`config.mk`:
```
export PLATFORM = sky130hd
export DESIGN_NAME = preemptive_tick_scheduler_core
export DESIGN_NICKNAME = d
export VERILOG_FILES = /design/src/rtl/pts_pkg.sv /design/src/rtl/preemptive_tick_scheduler_core.sv /design/src/rtl/pts_ram.sv /design/src/rtl/pts_picker.sv
export SDC_FILE = /design/constraint.sdc
export NUM_CORES = 2
export LEC_CHECK = 0
export BUFFER_PORTS_ARGS = -buffer_cell sky130_fd_sc_hd__buf_2
export CAP_MARGIN = 0
export CORE_ASPECT_RATIO = 0.8
export CORE_MARGIN = 5
export CORE_UTILIZATION = 55
export CTS_CLUSTER_DIAMETER = 80
export CTS_CLUSTER_SIZE = 16
export DETAILED_ROUTE_END_ITERATION = 10
export MAX_ROUTING_LAYER = met4
export PLACE_DENSITY = 0.73
export SETUP_SLACK_MARGIN = 0.15
export SLEW_MARGIN = 10
export SYNTH_ARGS = -nofsm -noshare
export SYNTH_HDL_FRONTEND = slang
export SYNTH_SLANG_ARGS = --single-unit
export TNS_END_PERCENT = 1
```
`constraint.sdc`:
```
create_clock -name clk -period 4.63 [get_ports clk]
set_input_delay 0.6945 -clock clk [delete_from_list [all_inputs] [get_ports clk]]
set_output_delay 0.6945 -clock clk [all_outputs]
set_load 0.02 [all_outputs]
```
`src/rtl/pts_pkg.sv`:
```
// Shared types and constants for the preemptive tick scheduler.
// No dependencies; used by pts_picker and the top level.
package pts_pkg;

	// table size and derived widths
	localparam int MAX_TASKS = 64;
	localparam int IDX_W     = (MAX_TASKS > 1) ? $clog2(MAX_TASKS) : 1;
	localparam int CNT_W     = $clog2(MAX_TASKS + 1);
	localparam int LAST_W    = IDX_W + 1;

	// fixed field widths
	localparam int TIME_W = 32;
	localparam int DONE_W = 7;
	localparam int TC_W   = 7;

	localparam logic [TIME_W-1:0] TIME_MAX = '1;
	localparam logic [DONE_W-1:0] DONE_MAX = '1;
	localparam logic [LAST_W-1:0] NO_TASK  = '1;

	// item kinds
	localparam logic MODE_LOAD = 1'b0;
	localparam logic MODE_TICK = 1'b1;

	// register indexes
	localparam logic REG_POLICY     = 1'b0;
	localparam logic REG_TASK_COUNT = 1'b1;

	// one task table entry
	typedef struct packed {
		logic [15:0] arrival;
		logic [15:0] remaining;
		logic [7:0]  prio;
	} entry_t;

	// running winner of a scan
	typedef struct packed {
		logic             found;
		logic [IDX_W-1:0] idx;
		entry_t           entry;
	} pick_t;

endpackage

```
`src/rtl/preemptive_tick_scheduler_core.sv`:
```
// Top level of the preemptive tick scheduler: control, run state, output register.
// Depends on pts_pkg, pts_ram and pts_picker.
//
//  channel | dir | handshake          | payload
//  s_*     | in  | s_tvalid/s_tready  | s_tuser mode, s_tdata slot/arrival/burst/priority
//  m_*     | out | m_tvalid/m_tready  | m_tuser busy, m_tdata task/time/switched/finished/done
//  cfg_*   | in  | cfg_we             | cfg_addr register index, cfg_wdata value
//
// A load beat gives no result.
// After a tick beat is taken, s_tready stays low through the scan: one table read per
// cycle for task_count entries (capped at MAX_TASKS; none with no tasks), the read
// latency, closing the scan, then the write-back.
// The result register lets the next beat enter while a result waits; a tick
// holds in write-back while the previous result is not taken.
// Reset clears the run state and control; table contents are undefined until loaded.
module preemptive_tick_scheduler_core (
	input  logic                      clk,
	input  logic                      arst_n,
	input  logic                      s_tvalid,
	output logic                      s_tready,
	input  logic [47:0]               s_tdata,  // slot[5:0], arrival[21:6],
	                                            // burst[37:22], priority_req[45:38]
	input  logic                      s_tuser,  // mode[0]
	output logic                      m_tvalid,
	input  logic                      m_tready,
	output logic [47:0]               m_tdata,  // running_task[5:0], slot_time[37:6],
	                                            // switched[38], finished[39], all_done[40]
	output logic                      m_tuser,  // busy_res[0]
	input  logic                      cfg_we,
	input  logic                      cfg_addr,
	input  logic [pts_pkg::TC_W-1:0]  cfg_wdata
);

	typedef enum logic [2:0] {
		ST_IDLE = 3'b001,
		ST_SCAN = 3'b010,
		ST_WB   = 3'b100
	} state_t;

	state_t                        state_q;
	logic                          policy_q;
	logic [pts_pkg::TC_W-1:0]      task_count_q;
	logic [pts_pkg::TIME_W-1:0]    current_time_q;
	logic [pts_pkg::LAST_W-1:0]    last_task_q;
	logic [pts_pkg::DONE_W-1:0]    done_cnt_q;
	logic [pts_pkg::CNT_W-1:0]     cnt_q;
	logic [pts_pkg::CNT_W-1:0]     rd_idx_q;
	logic                          rd_vld_s1;
	logic [pts_pkg::IDX_W-1:0]     idx_s1;

	logic                          in_fire;
	logic                          load_fire;
	logic                          tick_fire;
	logic                          out_stall;
	logic                          wb_go;
	logic [5:0]                    in_slot;
	pts_pkg::entry_t               in_entry;
	logic [pts_pkg::CNT_W-1:0]     eff_cnt;
	logic                          issue;

	logic                          ram_we;
	logic [pts_pkg::IDX_W-1:0]     ram_waddr;
	pts_pkg::entry_t               ram_wdata;
	pts_pkg::entry_t               ram_rdata;
	pts_pkg::pick_t                best;

	logic [15:0]                   rem_dec;
	logic                          fin;
	logic                          sw;
	logic [pts_pkg::DONE_W-1:0]    done_next;
	logic                          all_done;

	// input decode: arrival, remaining, prio from the top bit down
	assign in_slot  = s_tdata[5:0];
	assign in_entry = {s_tdata[21:6], s_tdata[37:22], s_tdata[45:38]};

	assign s_tready  = (state_q == ST_IDLE);
	assign in_fire   = s_tvalid && s_tready;
	assign load_fire = in_fire && (s_tuser == pts_pkg::MODE_LOAD);
	assign tick_fire = in_fire && (s_tuser == pts_pkg::MODE_TICK);
	assign out_stall = m_tvalid && !m_tready;
	assign wb_go     = (state_q == ST_WB) && !out_stall;
	assign issue     = (state_q == ST_SCAN) && (rd_idx_q < cnt_q);

	// task_count capped at the table size
	assign eff_cnt = (32'(task_count_q) > pts_pkg::MAX_TASKS)
		? pts_pkg::CNT_W'(pts_pkg::MAX_TASKS) : pts_pkg::CNT_W'(task_count_q);

	// configuration registers
	always_ff @(posedge clk or negedge arst_n) begin
		if (!arst_n) begin
			policy_q     <= 1'b1;
			task_count_q <= '0;
		end else if (cfg_we) begin
			unique case (cfg_addr)
				pts_pkg::REG_POLICY:     policy_q     <= cfg_wdata[0];
				pts_pkg::REG_TASK_COUNT: task_count_q <= cfg_wdata;
				default: ;
			endcase
		end
	end

	// sequencer
	always_ff @(posedge clk or negedge arst_n) begin
		if (!arst_n) begin
			state_q   <= ST_IDLE;
			rd_idx_q  <= '0;
			rd_vld_s1 <= 1'b0;
			cnt_q     <= '0;
		end else begin
			rd_vld_s1 <= issue;
			unique case (state_q)
				ST_IDLE: begin
					if (tick_fire) begin
						state_q  <= ST_SCAN;
						rd_idx_q <= '0;
						cnt_q    <= eff_cnt;
					end
				end
				ST_SCAN: begin
					if (issue) begin
						rd_idx_q <= rd_idx_q + 1'b1;
					end else if (!rd_vld_s1) begin
						state_q <= ST_WB;
					end
				end
				ST_WB: begin
					if (wb_go) begin
						state_q <= ST_IDLE;
					end
				end
				default: state_q <= ST_IDLE;
			endcase
		end
	end

	// slot index is registered to line up with the registered read data
	always_ff @(posedge clk) begin
		idx_s1 <= rd_idx_q[pts_pkg::IDX_W-1:0];
	end

	// task table
	assign rem_dec = best.entry.remaining - 16'd1;
	always_comb begin
		if (state_q == ST_WB) begin
			ram_we              = wb_go && best.found;
			ram_waddr           = best.idx;
			ram_wdata           = best.entry;
			ram_wdata.remaining = rem_dec;
		end else begin
			ram_we    = load_fire && (32'(in_slot) < pts_pkg::MAX_TASKS);
			ram_waddr = pts_pkg::IDX_W'(in_slot);
			ram_wdata = in_entry;
		end
	end

	pts_ram #(
		.WIDTH($bits(pts_pkg::entry_t)),
		.DEPTH(pts_pkg::MAX_TASKS)
	) u_table (
		.clk   (clk),
		.we    (ram_we),
		.waddr (ram_waddr),
		.wdata (ram_wdata),
		.raddr (rd_idx_q[pts_pkg::IDX_W-1:0]),
		.rdata (ram_rdata)
	);

	pts_picker u_picker (
		.clk    (clk),
		.arst_n (arst_n),
		.clr    (tick_fire),
		.vld    (rd_vld_s1),
		.idx    (idx_s1),
		.entry  (ram_rdata),
		.policy (policy_q),
		.now    (current_time_q),
		.best   (best)
	);

	// write-back results
	always_comb begin
		fin = best.found && (rem_dec == 16'd0);
		sw  = best.found && (pts_pkg::LAST_W'(best.idx) != last_task_q);
		if (fin && (done_cnt_q != pts_pkg::DONE_MAX)) begin
			done_next = done_cnt_q + 1'b1;
		end else begin
			done_next = done_cnt_q;
		end
		all_done = 32'(done_next) >= 32'(cnt_q);
	end

	// run state
	always_ff @(posedge clk or negedge arst_n) begin
		if (!arst_n) begin
			current_time_q <= '0;
			last_task_q    <= pts_pkg::NO_TASK;
			done_cnt_q     <= '0;
		end else if (load_fire) begin
			current_time_q <= '0;
			last_task_q    <= pts_pkg::NO_TASK;
			done_cnt_q     <= '0;
		end else if (wb_go) begin
			if (current_time_q != pts_pkg::TIME_MAX) begin
				current_time_q <= current_time_q + 1'b1;
			end
			if (best.found) begin
				last_task_q <= pts_pkg::LAST_W'(best.idx);
			end
			done_cnt_q <= done_next;
		end
	end

	// result register
	always_ff @(posedge clk or negedge arst_n) begin
		if (!arst_n) begin
			m_tvalid <= 1'b0;
		end else if (wb_go) begin
			m_tvalid <= 1'b1;
		end else if (m_tready) begin
			m_tvalid <= 1'b0;
		end
	end

	always_ff @(posedge clk) begin
		if (wb_go) begin
			m_tuser <= best.found;
			m_tdata <= {7'd0, all_done, fin, sw, current_time_q,
				best.found ? 6'(best.idx) : 6'd0};
		end
	end

	// checks
	a_wb_write_needs_winner: assert property (@(posedge clk) disable iff (!arst_n)
		(ram_we && (state_q != ST_IDLE)) |-> (best.found && (state_q == ST_WB)))
		else $error("table write-back without a winner");

	a_scan_bound: assert property (@(posedge clk) disable iff (!arst_n)
		(state_q == ST_SCAN) |-> (rd_idx_q <= cnt_q))
		else $error("scan index beyond task count");

	a_wb_to_idle: assert property (@(posedge clk) disable iff (!arst_n)
		wb_go |=> (state_q == ST_IDLE) && m_tvalid)
		else $error("write-back did not post a result");

	a_idle_flags: assert property (@(posedge clk) disable iff (!arst_n)
		(m_tvalid && !m_tuser) |-> (!m_tdata[38] && !m_tdata[39] && (m_tdata[5:0] == 6'd0)))
		else $error("idle tick reports a task");

	a_no_accept_busy: assert property (@(posedge clk) disable iff (!arst_n)
		(state_q == ST_SCAN) |=> !$past(in_fire))
		else $error("beat accepted during a scan");

endmodule

```
`src/rtl/pts_ram.sv`:
```
// Generic single-write, single-read synchronous RAM with registered read data.
// No dependencies.
module pts_ram #(
	parameter int WIDTH = 8,
	parameter int DEPTH = 64
) (
	input  logic                                   clk,
	input  logic                                   we,
	input  logic [((DEPTH > 1) ? $clog2(DEPTH) : 1)-1:0] waddr,
	input  logic [WIDTH-1:0]                       wdata,
	input  logic [((DEPTH > 1) ? $clog2(DEPTH) : 1)-1:0] raddr,
	output logic [WIDTH-1:0]                       rdata
);

	logic [WIDTH-1:0] mem [DEPTH];

	// write port and registered read port
	always_ff @(posedge clk) begin
		if (we) begin
			mem[waddr] <= wdata;
		end
		rdata <= mem[raddr];
	end

endmodule

```
`src/rtl/pts_picker.sv`:
```
// Winner tracking for one tick scan: takes one table entry a cycle.
// Depends on pts_pkg.
module pts_picker (
	input  logic                       clk,
	input  logic                       arst_n,
	input  logic                       clr,
	input  logic                       vld,
	input  logic [pts_pkg::IDX_W-1:0]  idx,
	input  pts_pkg::entry_t            entry,
	input  logic                       policy,
	input  logic [pts_pkg::TIME_W-1:0] now,
	output pts_pkg::pick_t             best
);

	logic                      found_q;
	logic [pts_pkg::IDX_W-1:0] idx_q;
	pts_pkg::entry_t           entry_q;
	logic                      ready;
	logic                      wins;

	// arrived with work left, then compare against the current winner
	always_comb begin
		ready = (pts_pkg::TIME_W'(entry.arrival) <= now) && (entry.remaining != 16'd0);
		if (!found_q) begin
			wins = 1'b1;
		end else if (policy) begin
			wins = entry.prio > entry_q.prio;
		end else begin
			wins = entry.remaining > entry_q.remaining;
		end
	end

	always_ff @(posedge clk or negedge arst_n) begin
		if (!arst_n) begin
			found_q <= 1'b0;
		end else if (clr) begin
			found_q <= 1'b0;
		end else if (vld && ready && wins) begin
			found_q <= 1'b1;
		end
	end

	// winner payload, strict compare keeps the lowest slot on ties
	always_ff @(posedge clk) begin
		if (!clr && vld && ready && wins) begin
			idx_q   <= idx;
			entry_q <= entry;
		end
	end

	assign best = '{found: found_q, idx: idx_q, entry: entry_q};

endmodule
```
==> results.py <==
metrics = {
    "global_routing": {
        "grt_pass1_wl_mm": 388,
        "grt_start_max_net_pins": 75,
        "grt-ovfl-total": 0,
        "grtUsageTotal_pct": 28.0,
        "grt_antenna_before_repair": 17,
        "grt_pass1_vias": 51000,
    },
    "clock_tree": {
        "cts.repair.resized": 0,
        "post_cts_buffers": 0,
        "cts_sinks": 2768,
        "htree_levels": 4,
        "clockBufferDepth": 3,
        "clk_pin_slew_ps": 80,
        "root_buffer": "clkbuf_16",
        "cts_made_buffers": 191,
        "holdBufCountCts": 1,
        "cts_tree": "done",
        "clock_latency_ps": 830,
    },
    "worst_setup_path": {
        "max_stage_delay_ps": 720,
        "worstPathMaxFanout": 35,
        "cp_num_buf_inv": 3,
        "crit_top_cell": "nand2_1",
        "cp-end-kind": "flip-flop",
        "crit_chain": "nor3b_4 > nand2_1 > buf_4 > inv_2 > nand2_1 > nand2_1 > nand3_1 > nor2_4 > buf_12",
        "cp.arrival_ps": 4560,
        "required_ps": 5080,
        "slowest_stage": "nand3_1",
        "start_kind": "flip-flop",
        "critPathKind": "flip-flop to flip-flop",
        "cp_top_family": "simple AND/OR/NAND/NOR gates",
    },
    "timing": {
        "period_minus_slack_ps": 4110,
        "finalMaxSlewViolations": 0,
        "worst_slew_pin_slew_ps": 1300,
        "fmax_mhz": 243,
        "fin_crit_sh_pct": 88.8,
        "setup_viol": 0,
        "postLayoutSetupSlackWorst_ps": 521,
        "rsz0062_at_grt": "no",
        "finClkSkew_ps": 40.4,
        "final_hold_viol_count": 0,
        "relSlewSlack_pct": 13.3,
    },
    "detailed_routing": {
        "drt-total-wl_mm": 275,
        "first_pass_iters": 6,
        "drc_errors": 0,
        "vias": 52700,
        "antenna_left": 0,
        "avgRoutedWirePerCell_um": 35.6,
        "initialDrtViolationCount": 8666,
        "viasPerCell": 6.80,
    },
    "place": {
        "place_hpwl_mm": 155,
        "place_ws_ps": 498,
        "portBuffers": 103,
        "gp_congestion": 0.866,
        "place_area_um2": 113000,
    },
    "yosys": {
        "ys_seq_area_share_pct": 76.8,
        "postSynthAreaPerCell_um2": 22.6,
        "netlist_instances": 4732,
        "yosysMostFrequentCell": "edfxtp_1",
        "synth_area_leaders": "edfxtp_1 (74%), mux4_2 (17%), dfrtp_1 (1.5%)",
        "ys_ff_latch": 2768,
        "ys.flop_type": "edfxtp_1",
        "ys_top_cells_by_count": "edfxtp_1 (2648), mux4_2 (803), nand2_1 (143)",
        "yosysUniqueCellTypes": 72,
        "synth-edff-count": 2648,
        "netlist_area_um2": 107000,
        "yosysWarnings": 0,
        "synth_top_area_cell": "edfxtp_1",
        "netlist.area_leader.share_pct": 74.2,
        "async_reset_ff_share_pct": 2.67,
    },
    "layout": {
        "drive_above_1_share_pct": 29.0,
        "nNetsFinal": 5163,
        "design_area_um2": 119000,
        "area_growth_pct": 10.9,
    },
    "die": {
        "dieArea_um2": 204000,
        "core_area_um2": 193000,
        "num_rows": 144,
        "die_y_um": 405,
        "start_util_pct": 55.5,
        "die_x_um": 503,
        "num_io_pins": 113,
    },
    "hold_path": {
        "hold_path_class": "input pin to flip-flop",
    },
    "pwr": {
        "vdd_drop_max_mv": 0.412,
        "power.density_nw_per_um2": 435,
        "leakagePower_nw": 36.2,
    },
    "outcome": {
        "outcome": "finished clean",
    },
    "run": {
        "maxCapViolCount": 0,
    },
}
-- state kept, by name (all words and copies together), names as in the netlist, 6 cells and up --
register        count
u_picker.idx_q      6
done_cnt_q          7
last_task_q         7
idx_s1              6
rd_idx_q            7
u_table.rdata      40
m_tdata            41
current_time_q     32
u_picker.best      40
cnt_q               7
u_table.mem      2560
task_count_q        7
-- path summary, 6_finish.rpt --
check	startpoint	endpoint	slack (ps)	cells past startpoint
worst min-delay path	cfg_wdata[1]	task_count_q[1]$_DFFE_PN0P_	90	2
max in group asynchronous	arst_n	rd_idx_q[0]$_DFFE_PN0P_	3330	2
worst min register to register	idx_s1[5]$_DFF_P_	u_picker.idx_q[5]$_DFFE_PP_	410	0
min in group asynchronous	arst_n	cnt_q[2]$_DFFE_PN0P_	580	2
worst max register to register	state_q[1]$_DFFE_PN0P_	u_table.mem[42][3]$_DFFE_PP_	520	9
worst max-delay path	state_q[1]$_DFFE_PN0P_	u_table.mem[42][3]$_DFFE_PP_	520	9
-- metrics by stage --
step	util, %	setup TNS, ps	hold WS (ps)	power, W	instances
after floorplan	-	-60900	368	0.0339	4738
after global placement	58.6	0	386	0.0361	7404
after detailed placement	58.6	0	389	0.0362	7404
after CTS	61.5	0	24.7	0.0519	7729
after global routing	61.5	0	53.6	0.0534	7741
final	61.5	0	89.2	0.0517	7742
-- logic make-up after synthesis --
family	synth area share, %
flip-flops	76.8
adder cells (fa/ha/maj)	0.677
other	0.00350
AND/OR/NAND/NOR	2.30
multiplexers	17.3
buffers and inverters	1.21
XOR/XNOR	0.401
AO/OA/AOI/OAI	1.24
-- final cells by class --
type	instances	area, um2
clock buffer	314	5350
timing repair buffer	352	3140
clock inverter	10	194
sequential	2768	82300
antenna	13	32.5
fill	12800	74400
tap	2555	3200
inverter	55	206
multi-input combinational	1675	24300
-- where the power goes --
part	total (W)	switching [W]	internal (W)
clock network	0.0161	0.00811	0.00795
registers	0.0281	0.000447	0.0277
logic	0.00748	0.00361	0.00387
-- layout by cell type (no fill, tap or decap), drive strengths merged, types with 44 or more instances in the layout --
cell | synthesis | routed
edfxtp | 2648 | 2648
mux4 | 803 | 803
buf | 126 | 351
clkbuf | 114 | 314
nand2 | 143 | 143
nor2 | 131 | 131
dfrtp | 65 | 65
inv | 55 | 60
ha | 58 | 58
a21oi | 57 | 57
o21ai | 55 | 55
nor2b | 48 | 48
dfxtp | 46 | 46
nand3 | 44 | 44
-- routing by layer --
metal,global-route usage [%],routed length (um),up-vias,part of all wire [%]
met3,7.45,37200,464,14
met1,40.5,104000,27900,38
met2,40.5,126000,3805,46
met5,-,0,-,0
li1,-,-,20500,-
met4,7.12,7940,0,2.9
Power figures use the tool's default switching activity.
